--- src/rtl/dfpr_pkg.sv ---
package dfpr_pkg;

  // Default geometry
  localparam int unsigned TEXT_DEPTH_DEF = 32;
  localparam int unsigned BIN_LEN_DEF    = 3;

  // Framing bytes
  localparam logic [7:0] BIN_HEAD = 8'hFF;
  localparam logic [7:0] BIN_TAIL = 8'hFE;
  localparam logic [7:0] TXT_HEAD = 8'h40;  // '@'
  localparam logic [7:0] TXT_STOP = 8'h2A;  // '*'
  localparam logic [7:0] TXT_TAIL = 8'h26;  // '&'

  // Frame kinds
  localparam logic KIND_BIN = 1'b0;
  localparam logic KIND_TXT = 1'b1;

  // Output field widths
  localparam int unsigned BYTE_W  = 8;
  localparam int unsigned INDEX_W = 5;
  localparam int unsigned LEN_W   = 6;
  localparam int unsigned TDATA_W = 24;

  // Controller to datapath commands
  typedef struct packed {
    logic start_frame;  // clear write position and overflow flag
    logic store_byte;   // write the incoming word into the store
    logic set_ovf;      // note a dropped text byte
    logic start_emit;   // begin sending the stored payload
    logic kind;         // frame kind for start_emit
  } cmd_t;

  // Datapath to controller status
  typedef struct packed {
    logic is_bin_head;
    logic is_bin_tail;
    logic is_txt_head;
    logic is_txt_stop;
    logic is_txt_tail;
    logic bin_last;     // this binary byte completes the payload
    logic txt_full;     // text store holds its full depth
    logic emit_done;    // last output word taken this cycle
  } status_t;

endpackage

--- src/rtl/dfpr_ctrl.sv ---
module dfpr_ctrl (
  input  logic              clk_i,
  input  logic              rst_ni,
  input  logic              in_valid_i,
  output logic              in_ready_o,
  input  dfpr_pkg::status_t status_i,
  output dfpr_pkg::cmd_t    cmd_o
);

  typedef enum logic [2:0] {
    ST_IDLE,
    ST_BIN_DATA,
    ST_BIN_WAIT,
    ST_TXT_DATA,
    ST_TXT_WAIT,
    ST_EMIT
  } state_e;

  state_e state_q, state_d;
  logic   acc;

  // Take input words whenever no frame is being sent
  assign in_ready_o = (state_q != ST_EMIT);
  assign acc        = in_valid_i && in_ready_o;

  // Decode next state and commands
  always_comb begin
    state_d = state_q;
    cmd_o   = '0;
    unique case (state_q)
      ST_IDLE: begin
        if (acc && status_i.is_bin_head) begin
          cmd_o.start_frame = 1'b1;
          state_d = ST_BIN_DATA;
        end else if (acc && status_i.is_txt_head) begin
          cmd_o.start_frame = 1'b1;
          state_d = ST_TXT_DATA;
        end
      end
      ST_BIN_DATA: begin
        if (acc) begin
          cmd_o.store_byte = 1'b1;
          if (status_i.bin_last) begin
            state_d = ST_BIN_WAIT;
          end
        end
      end
      ST_BIN_WAIT: begin
        if (acc && status_i.is_bin_tail) begin
          cmd_o.start_emit = 1'b1;
          cmd_o.kind = dfpr_pkg::KIND_BIN;
          state_d = ST_EMIT;
        end
      end
      ST_TXT_DATA: begin
        if (acc) begin
          if (status_i.is_txt_stop) begin
            state_d = ST_TXT_WAIT;
          end else if (!status_i.txt_full) begin
            cmd_o.store_byte = 1'b1;
          end else begin
            cmd_o.set_ovf = 1'b1;
          end
        end
      end
      ST_TXT_WAIT: begin
        if (acc && status_i.is_txt_tail) begin
          cmd_o.start_emit = 1'b1;
          cmd_o.kind = dfpr_pkg::KIND_TXT;
          state_d = ST_EMIT;
        end
      end
      ST_EMIT: begin
        if (status_i.emit_done) begin
          state_d = ST_IDLE;
        end
      end
      default: begin
        state_d = ST_IDLE;
      end
    endcase
  end

  // Hold state
  always_ff @(posedge clk_i or negedge rst_ni) begin
    if (!rst_ni) begin
      state_q <= ST_IDLE;
    end else begin
      state_q <= state_d;
    end
  end

endmodule

--- src/rtl/dfpr_dp.sv ---
module dfpr_dp #(
  parameter int unsigned TextDepth = dfpr_pkg::TEXT_DEPTH_DEF,
  parameter int unsigned BinaryLen = dfpr_pkg::BIN_LEN_DEF
) (
  input  logic                              clk_i,
  input  logic                              rst_ni,
  input  logic [7:0]                        in_byte_i,
  input  dfpr_pkg::cmd_t                    cmd_i,
  output dfpr_pkg::status_t                 status_o,
  output logic                              out_valid_o,
  input  logic                              out_ready_i,
  output logic [dfpr_pkg::BYTE_W-1:0]       out_byte_o,
  output logic [dfpr_pkg::INDEX_W-1:0]      out_index_o,
  output logic [dfpr_pkg::LEN_W-1:0]        out_len_o,
  output logic                              out_ovf_o,
  output logic                              out_kind_o,
  output logic                              out_last_o
);

  localparam int unsigned StoreSize = (TextDepth > BinaryLen) ? TextDepth : BinaryLen;
  localparam int unsigned AddrW     = $clog2(StoreSize);
  localparam int unsigned CntW      = $clog2(StoreSize + 1);

  logic [7:0]      mem [StoreSize];

  logic [CntW-1:0] wpos_q;
  logic            ovf_q;
  logic            emit_act_q;
  logic [CntW-1:0] total_q;
  logic [CntW-1:0] len_q;
  logic            zero_q;
  logic            kind_q;
  logic [CntW-1:0] rd_ptr_q;
  logic            fv_q;
  logic [CntW-1:0] fidx_q;
  logic [7:0]      rd_data_q;
  logic            ov_q;
  logic [7:0]      ob_q;
  logic [CntW-1:0] oidx_q;
  logic            olast_q;

  logic            issue;
  logic            fetch_move;

  // Decode the incoming word and store fill
  always_comb begin
    status_o.is_bin_head = (in_byte_i == dfpr_pkg::BIN_HEAD);
    status_o.is_bin_tail = (in_byte_i == dfpr_pkg::BIN_TAIL);
    status_o.is_txt_head = (in_byte_i == dfpr_pkg::TXT_HEAD);
    status_o.is_txt_stop = (in_byte_i == dfpr_pkg::TXT_STOP);
    status_o.is_txt_tail = (in_byte_i == dfpr_pkg::TXT_TAIL);
    status_o.bin_last    = ({1'b0, wpos_q} + (CntW + 1)'(1)) >= (CntW + 1)'(BinaryLen);
    status_o.txt_full    = wpos_q >= CntW'(TextDepth);
    status_o.emit_done   = ov_q && out_ready_i && olast_q;
  end

  // Read pipeline: one memory read in flight, one word in the output register
  assign fetch_move = fv_q && (!ov_q || out_ready_i);
  assign issue      = emit_act_q && (rd_ptr_q < total_q) && (!fv_q || fetch_move);

  // Write position, overflow flag and emit control
  always_ff @(posedge clk_i or negedge rst_ni) begin
    if (!rst_ni) begin
      wpos_q     <= '0;
      ovf_q      <= 1'b0;
      emit_act_q <= 1'b0;
      total_q    <= '0;
      rd_ptr_q   <= '0;
      fv_q       <= 1'b0;
      ov_q       <= 1'b0;
    end else begin
      if (cmd_i.start_frame) begin
        wpos_q <= '0;
        ovf_q  <= 1'b0;
      end else if (cmd_i.store_byte) begin
        wpos_q <= wpos_q + CntW'(1);
      end
      if (cmd_i.set_ovf) begin
        ovf_q <= 1'b1;
      end

      if (cmd_i.start_emit) begin
        emit_act_q <= 1'b1;
        total_q    <= (wpos_q == '0) ? CntW'(1) : wpos_q;
        rd_ptr_q   <= '0;
      end else if (status_o.emit_done) begin
        emit_act_q <= 1'b0;
      end else if (issue) begin
        rd_ptr_q <= rd_ptr_q + CntW'(1);
      end

      if (issue) begin
        fv_q <= 1'b1;
      end else if (fetch_move) begin
        fv_q <= 1'b0;
      end

      if (fetch_move) begin
        ov_q <= 1'b1;
      end else if (out_ready_i) begin
        ov_q <= 1'b0;
      end
    end
  end

  // Payload store
  always_ff @(posedge clk_i) begin
    if (cmd_i.store_byte) begin
      mem[wpos_q[AddrW-1:0]] <= in_byte_i;
    end
    if (issue) begin
      rd_data_q <= mem[rd_ptr_q[AddrW-1:0]];
    end
  end

  // Frame attributes and output word
  always_ff @(posedge clk_i) begin
    if (cmd_i.start_emit) begin
      len_q  <= wpos_q;
      zero_q <= (wpos_q == '0);
      kind_q <= cmd_i.kind;
    end
    if (issue) begin
      fidx_q <= rd_ptr_q;
    end
    if (fetch_move) begin
      ob_q    <= zero_q ? 8'h00 : rd_data_q;
      oidx_q  <= fidx_q;
      olast_q <= ((fidx_q + CntW'(1)) == total_q);
    end
  end

  assign out_valid_o = ov_q;
  assign out_byte_o  = ob_q;
  assign out_index_o = dfpr_pkg::INDEX_W'(oidx_q);
  assign out_len_o   = dfpr_pkg::LEN_W'(len_q);
  assign out_ovf_o   = ovf_q;
  assign out_kind_o  = kind_q;
  assign out_last_o  = olast_q;

endmodule

--- src/rtl/dual_format_packet_receiver.sv ---
// Dual-format packet receiver.
// Input stream: one received serial byte per word on s_axis_tdata. Binary frames
// open with 0xFF, carry BinaryLen payload bytes and close at 0xFE; text frames
// open with '@', carry payload up to '*' and close at '&'. Bytes outside a frame
// are dropped. Text beyond TextDepth bytes is dropped and flagged.
// Output stream: one word per stored payload byte once the frame closes, with
// its index, the frame length and overflow flag in tdata, the frame kind in
// tuser (0 binary, 1 text) and tlast on the final word. An empty text frame
// gives one zero word of length 0.
// Throughput: while parsing, one input word per cycle. After the closing byte
// the input is held off (s_axis_tready low) until the last output word is
// taken; with the sink always ready, a frame drains one word per cycle through
// the registered read of the payload store followed by the output register.
// A stalled sink holds the output word and the whole read pipeline.
// Reset clears the parser to waiting for a header and empties the output.
module dual_format_packet_receiver #(
  parameter int unsigned TextDepth = dfpr_pkg::TEXT_DEPTH_DEF,
  parameter int unsigned BinaryLen = dfpr_pkg::BIN_LEN_DEF
) (
  input  logic                          clk_i,
  input  logic                          rst_ni,
  input  logic                          s_axis_tvalid,
  output logic                          s_axis_tready,
  input  logic [7:0]                    s_axis_tdata,   // [7:0] rx_byte
  output logic                          m_axis_tvalid,
  input  logic                          m_axis_tready,
  // [7:0] payload_byte, [12:8] byte_index, [18:13] payload_length,
  // [19] overflowed, [23:20] zero
  output logic [dfpr_pkg::TDATA_W-1:0]  m_axis_tdata,
  output logic                          m_axis_tlast,   // last_byte
  output logic                          m_axis_tuser    // [0] frame_kind
);

  dfpr_pkg::cmd_t    cmd;
  dfpr_pkg::status_t status;

  logic [dfpr_pkg::BYTE_W-1:0]  out_byte;
  logic [dfpr_pkg::INDEX_W-1:0] out_index;
  logic [dfpr_pkg::LEN_W-1:0]   out_len;
  logic                         out_ovf;

  dfpr_ctrl u_ctrl (
    .clk_i      (clk_i),
    .rst_ni     (rst_ni),
    .in_valid_i (s_axis_tvalid),
    .in_ready_o (s_axis_tready),
    .status_i   (status),
    .cmd_o      (cmd)
  );

  dfpr_dp #(
    .TextDepth (TextDepth),
    .BinaryLen (BinaryLen)
  ) u_dp (
    .clk_i       (clk_i),
    .rst_ni      (rst_ni),
    .in_byte_i   (s_axis_tdata),
    .cmd_i       (cmd),
    .status_o    (status),
    .out_valid_o (m_axis_tvalid),
    .out_ready_i (m_axis_tready),
    .out_byte_o  (out_byte),
    .out_index_o (out_index),
    .out_len_o   (out_len),
    .out_ovf_o   (out_ovf),
    .out_kind_o  (m_axis_tuser),
    .out_last_o  (m_axis_tlast)
  );

  // Pack output fields
  assign m_axis_tdata = {4'h0, out_ovf, out_len, out_index, out_byte};

  // Input is never taken while a frame is being sent
  assert property (@(posedge clk_i) disable iff (!rst_ni)
    !(s_axis_tready && m_axis_tvalid))
    else $error("input accepted while output word pending");

  // The last word of a frame is followed by an idle output
  assert property (@(posedge clk_i) disable iff (!rst_ni)
    (m_axis_tvalid && m_axis_tready && m_axis_tlast) |=> !m_axis_tvalid)
    else $error("output word after end of frame");

  // A closing byte can only start a frame send when output is idle
  assert property (@(posedge clk_i) disable iff (!rst_ni)
    cmd.start_emit |-> !m_axis_tvalid)
    else $error("frame send started over a pending word");

endmodule
--- config.mk ---
export PLATFORM = sky130hd
export DESIGN_NAME = dual_format_packet_receiver
export DESIGN_NICKNAME = d
export VERILOG_FILES = /design/src/rtl/dfpr_pkg.sv /design/src/rtl/dfpr_ctrl.sv /design/src/rtl/dfpr_dp.sv /design/src/rtl/dual_format_packet_receiver.sv
export SDC_FILE = /design/constraint.sdc
export NUM_CORES = 1
export LEC_CHECK = 0
export CORE_AREA = 5 5 219 221
export DETAILED_ROUTE_END_ITERATION = 7
export DIE_AREA = 0 0 224 226
export DONT_BUFFER_PORTS = 1
export GPL_TIMING_DRIVEN = 1
export PLACE_DENSITY = 0.43
export SLEW_MARGIN = 5
export SYNTH_ARGS = -nofsm -noshare
export SYNTH_HDL_FRONTEND = slang
export SYNTH_HIERARCHICAL = 1
export SYNTH_SLANG_ARGS = --single-unit
--- constraint.sdc ---
create_clock -name clk_i -period 2.56 [get_ports clk_i]
set_clock_uncertainty 0.1 [all_clocks]
set_input_delay 0.384 -clock clk_i [delete_from_list [all_inputs] [get_ports clk_i]]
set_output_delay 0.384 -clock clk_i [all_outputs]
set_load 0.005 [all_outputs]
==> results.txt, run 1 <==
fmax -> 399 MHz
worst vdd ir -> 0.609 mV
CP Class -> register to register
layout cell share with drive strength beyond 1 -> 23.1%
Critical-path top delay cell -> nor4_1
Cell Area, Synth -> 12700 um2
final slew viol count -> 0
Clock Power Share -> 36.6%
post-synthesis sequential area ratio -> 74.1%
PwrDens -> 929 nW/um2
Iter 0 DRT Violations -> 603
register area -> 9400 um2
Routed Antenna Nets -> 0
critical path arrival -> 2600 ps
status -> completed
Yosys top cell area share -> 69.2%
number of vias per cell -> 4.70
Sw Share -> 25.7%
number of distinct library cells after synthesis -> 54
CTS clk-pin slew, worst paths -> 60 ps
Core ar. -> 46000 um2
max_cap viols -> 0
minimum clock period -> 2500 ps
Congestion Overflow GR -> 0
HPWL Detailed -> 19700 um
post-CTS setup buffers -> 0
CTS tree -> built
DR WL/cell -> 22.6 um
RD Place Congestion -> 0.779
combinational group share of total power -> 19.6%
Remaining DRCs -> 0
worst skew pair latency -> 530 ps
Pre-antenna DRT Iters -> 5
Setup WS post-layout -> 55.3 ps
TritonCTS buffer count -> 36
Synth Flop Type -> edfxtp_1
Final Hold Fails -> 0
vias in the first global route -> 6817
clock sink total -> 317
synth warn -> 6
chip width -> 224 um
Post-Place Setup Slack -> -64.2 ps
Critical Path RT -> 2650 ps
Initial Util -> 27.6%
crit end category -> register
Seq pwr share -> 43.9%
crit path launch type -> register
Detailed Route WL -> 31200 um
GR Util All Layers -> 12.3%
Setup violations, final -> 0
Hold WC Path Type -> input port to register
fillers -> 4362
Root Buffer -> clkbuf_16
Yosys top cell by area -> edfxtp_1
Pleak -> 4.88 nW
clock buffer depth -> 3
Die Y -> 226 um
first-pass GRT wire length -> 45900 um
fin crit share -> 97.8%
# IOs -> 40
Slew @ Worst Pin -> 906 ps
Rows -> 79
top post-synthesis cells by area -> edfxtp_1, mux4_2, dfrtp_1
initial antenna violation count -> 0
Synth Register Bits -> 317
syn_area_per_cell -> 18.5 um2
Vias -> 6492
diode count -> 0
Final #Nets -> 772
CTS HTree Levels -> 2
Psw -> 3.60 mW
count leader, synth -> edfxtp_1
largest net degree at the start of global routing -> 36
Tot Pwr -> 14.0 mW
r2r setup slk -> 60 ps
Critical Path Fanout Max -> 17
Post-synth ARST share -> 7.89%
number of synthesized flops with an enable pin -> 292
multi-input logic area -> 2990 um2
Int Pwr -> 10.4 mW
die area -> 50600 um2
Post-Syn Instances -> 684
RSZ-0062 raised after global routing -> false
Slew HR -> 39.4%
Synth top cells by count -> edfxtp_1, mux4_2, nor2_1
largest stage delay on the critical path -> 760 ps
worst-path cell chain -> buf_12 > mux4_2 > o22ai_1 > nor4_1
Port Buf Inserts -> 0
P&R area growth vs syn -> 19.0%
path summary, 6_finish.rpt:
path	startpoint	to	depth (start not counted)
setup / recovery	u_dp/rd_ptr_q[0]	u_dp/rd_data_q[1]	4
hold reg to reg	u_dp/emit_act_q	u_dp/emit_act_q	1
setup reg to reg	u_dp/rd_ptr_q[0]	u_dp/rd_data_q[1]	4
min in group asynchronous	rst_ni	u_dp/rd_ptr_q[5]	2
max in group asynchronous	rst_ni	u_dp/rd_ptr_q[0]	2
hold / removal	s_axis_tvalid	u_dp/out_kind_o	2
stage by stage:
step | std cells | instance area (um2) | hold WS [ps] | TNS, ps | util [%]
6_report | 1381 | 15100 | 66.0 | 0 | 32.8
2_1_floorplan | 687 | 12700 | -11.6 | 0 | -
4_1_cts | 1381 | 15100 | 40.9 | 0 | 32.8
5_1_grt | 1381 | 15100 | 60.7 | 0 | 32.8
3_3_place_gp | 1306 | 13700 | -8.74 | -492 | 29.8
3_5_place_dp | 1306 | 13700 | -8.85 | -648 | 29.8
registers in the layout (all words and copies together) (netlist names):
register / cells
u_dp/mem: 256
u_dp/out_valid_o: 1
u_dp/out_byte_o: 8
u_dp/rd_ptr_q: 6
u_dp/fidx_q: 6
u_dp/out_kind_o: 1
u_ctrl/state_q: 3
u_dp/oidx_q: 5
u_dp/total_q: 6
u_dp/out_ovf_o: 1
u_dp/zero_q: 1
u_dp/out_last_o: 1
u_dp/emit_act_q: 1
u_dp/fv_q: 1
u_dp/wpos_q: 6
u_dp/out_len_o: 6
u_dp/rd_data_q: 8
metal layers:
metal	GRT usage, %	share of wire [%]	vias to the layer above
met5	0	0	-
met4	3.83	2.6	0
met3	2.55	5.2	45
met2	20.3	49	181
met1	16.4	44	3396
li1	-	-	2870
power by group through the flow:
stage	sequential (mW)	combinational [mW]	clock, mW
after detailed placement	6.27	2.66	0
after floorplan	6.10	1.92	0
after global routing	6.18	2.95	5.50
final	6.15	2.74	5.12
after global placement	6.26	2.65	0
after CTS	6.16	2.79	5.29
logic make-up (layout without fill, tap and decap cells):
logic type | count (synthesis) | after routing | synth area share [%]
fa+ha+maj | 11 | 11 | 1.09
xor+xnor | 10 | 10 | 0.691
flops | 317 | 317 | 74.1
buf+inv | 49 | 136 | 2.41
simple gates | 155 | 155 | 6.13
other cells | 1 | 4 | 0.0296
mux | 69 | 69 | 11.9
compound gates | 72 | 72 | 3.60
cell type report:
class | count | area share (%)
inverter | 14 | 0.348
timing repair buffer | 59 | 4.65
clock inverter | 17 | 1.44
multi-input combinational | 321 | 19.9
clock buffer | 46 | 6.35
tap | 607 | 5.04
sequential | 317 | 62.3
layout by cell type (no fill, tap or decap), types with 5 or more instances in the layout:
cell type,synthesis,final
edfxtp_1,292,292
mux4_2,60,60
nor2_1,52,52
clkbuf_16,0,36
buf_4,6,36
o22ai_1,33,33
nand2_1,30,30
dfrtp_1,25,23
buf_12,1,20
inv_1,14,14
nor4_1,13,13
o21ai_0,13,13
ha_1,11,11
a21oi_1,11,10
nor2b_1,10,10
nand3_1,9,9
clkbuf_1,7,8
clkinv_1,0,6
nand2b_1,6,6
nand3b_1,6,6
or3_1,6,6
xnor2_1,6,6
bufinv_16,0,5
nand4_1,5,5
critical path: cells and delay by family, from the launching register on:
kind	cells	cell delay, ps
flip-flops	1	620
buffers and inverters	1	220
multiplexers	1	350
AND/OR/NAND/NOR	1	760
AO/OA/AOI/OAI	1	120
timing repair:
action                                  4_1_cts  5_1_grt
gates resized for setup                       0        1
endpoints found under the setup margin        0       13
hold buffers                                 12        0
endpoints found under the hold margin       284        0
(Power assumes the default switching activity.)
==> run 2: changes to the inputs <==
--- a/config.mk
+++ b/config.mk
@@ -5,12 +5,14 @@
 export SDC_FILE = /design/constraint.sdc
 export NUM_CORES = 1
 export LEC_CHECK = 0
+export CELL_PAD_IN_SITES_DETAIL_PLACEMENT = 2
+export CELL_PAD_IN_SITES_GLOBAL_PLACEMENT = 2
 export CORE_AREA = 5 5 219 221
 export DETAILED_ROUTE_END_ITERATION = 7
 export DIE_AREA = 0 0 224 226
 export DONT_BUFFER_PORTS = 1
 export GPL_TIMING_DRIVEN = 1
-export PLACE_DENSITY = 0.43
+export PLACE_DENSITY = 0.52
 export SLEW_MARGIN = 5
 export SYNTH_ARGS = -nofsm -noshare
 export SYNTH_HDL_FRONTEND = slang
==> run 2 against run 1 <==
Compared with the run above: routed wire length rose by 10%; clock power fell by 10%; utilization fell by 0.23 points; largest power group unchanged; combinational power rose by 7%; total power fell by 2.6%; sequential share of layout area rose by 0.44 points; global-route usage rose by 1.4 points; hold slack got worse by 5.9 ps; cell count barely moved; worst setup slack got worse by 11 ps.
==> results.txt, run 2 (synthesis results as in run 1) <==
vias in the first global route -> 7413
multi-input logic area -> 3000 um2
CTS HTree Levels -> 2
commonest non-fill, non-tap cell in the layout -> edfxtp_1
Final Hold Fails -> 0
Initial Util -> 27.6%
initial antenna violation count -> 0
Congestion Overflow GR -> 0
die area -> 50600 um2
layout cell share with drive strength beyond 1 -> 23.7%
largest net degree at the start of global routing -> 38
# IOs -> 40
fmax -> 398 MHz
Hold WC Path Type -> input port to register
combinational group share of total power -> 21.4%
Slew @ Worst Pin -> 927 ps
Pleak -> 4.83 nW
worst hold slack -> 60.1 ps
CP Class -> register to register
Root Buffer -> clkbuf_16
P&R area growth vs syn -> 18.2%
max_cap viols -> 0
post-CTS setup buffers -> 0
worst vdd ir -> 0.550 mV
Seq pwr share -> 44.9%
diode count -> 0
status -> completed
TritonCTS buffer count -> 36
Final #Nets -> 776
Critical Path RT -> 2690 ps
Clock Power Share -> 33.6%
Psw -> 3.71 mW
Setup violations, final -> 0
Critical Path Fanout Max -> 13
number of vias per cell -> 4.69
CTS tree -> built
first-pass GRT wire length -> 50900 um
Detailed Route WL -> 34400 um
Tot Pwr -> 13.6 mW
Port Buf Inserts -> 0
clock buffer depth -> 3
Routed Antenna Nets -> 0
Remaining DRCs -> 0
fin crit share -> 98.3%
HPWL Detailed -> 22500 um
critical path arrival -> 2640 ps
CTS clk-pin slew, worst paths -> 60 ps
Int Pwr -> 9.94 mW
fillers -> 4578
minimum clock period -> 2520 ps
Pre-antenna DRT Iters -> 4
Die Y -> 226 um
Core ar. -> 46000 um2
Vias -> 6486
register area -> 9400 um2
worst skew pair latency -> 530 ps
Iter 0 DRT Violations -> 384
Slew HR -> 38.0%
Rows -> 79
PwrDens -> 911 nW/um2
RSZ-0062 raised after global routing -> false
DR WL/cell -> 24.9 um
max FFs per register -> 256
Sw Share -> 27.2%
crit end category -> register
crit path launch type -> register
final slew viol count -> 0
most frequent cells in the layout -> edfxtp_1, mux4_2, nor2_1, buf_4, clkbuf_16
clock sink total -> 317
GR Util All Layers -> 13.7%
chip width -> 224 um
RD Place Congestion -> 0.769
run 2: final timing paths:
check / from / to / slack (ps) / depth (start not counted)
setup / recovery: u_dp/rd_ptr_q[0] / u_dp/rd_data_q[7] / 40 / 5
hold reg to reg: u_dp/emit_act_q / u_dp/emit_act_q / 390 / 1
hold / removal: s_axis_tdata[5] / u_dp/mem[13][5] / 60 / 1
setup reg to reg: u_dp/rd_ptr_q[0] / u_dp/rd_data_q[7] / 40 / 5
max in group asynchronous: rst_ni / u_dp/rd_ptr_q[0] / 1910 / 2
min in group asynchronous: rst_ni / u_dp/rd_ptr_q[1] / 270 / 2
run 2: cell type report:
cell class	count	area share [%]
Sequential cell	317	62.8
Tap cell	607	5.07
Clock buffer	46	6.27
Multi-Input combinational cell	321	20.0
Timing Repair Buffer	63	4.88
Clock inverter	14	0.635
Inverter	14	0.351
run 2: layer usage:
| layer | GRT usage [%] | vias up | routed length [um] |
|---|---|---|---|
| li1 | - | 2880 | - |
| met4 | 3.42 | 0 | 666 |
| met3 | 2.55 | 40 | 1680 |
| met5 | 0 | - | 0 |
| met1 | 17.8 | 3446 | 14700 |
| met2 | 23.7 | 120 | 17300 |
run 2: metrics by stage:
| step | TNS [ps] | utilization, % | cells | worst slack [ps] | area, um2 |
|---|---|---|---|---|---|
| final | 0 | 32.6 | 1382 | 44.6 | 15000 |
| after global routing | 0 | 32.6 | 1382 | 25.9 | 15000 |
| after CTS | 0 | 32.6 | 1382 | 49.2 | 15000 |
| after detailed placement | -12680 | 29.9 | 1310 | -173 | 13700 |
| after global placement | -775 | 29.9 | 1310 | -35.4 | 13700 |
| after floorplan | 0 | - | 687 | 109 | 12700 |
run 2: power by group through the flow:
stage	Combinational [mW]	Clock (mW)	Sequential, mW
global placement	2.78	0	6.23
CTS	2.97	4.77	6.14
floorplan	1.92	0	6.10
global route	3.14	4.99	6.16
detailed placement	2.83	0	6.25
finish	2.92	4.59	6.13
run 2: what timing repair did:
item / in CTS / in global routing
resized for setup: 0 / 3
endpoints found under the setup margin: 0 / 11
hold endpoints to repair: 284 / 0
hold buffers: 12 / 0
run 2: worst max-delay path, stage by stage (launching register included):
cell and delay (ps):
dfrtp_4 600, buf_12 210, buf_12 150, mux4_2 340
o22ai_1 100, nor4_1 700
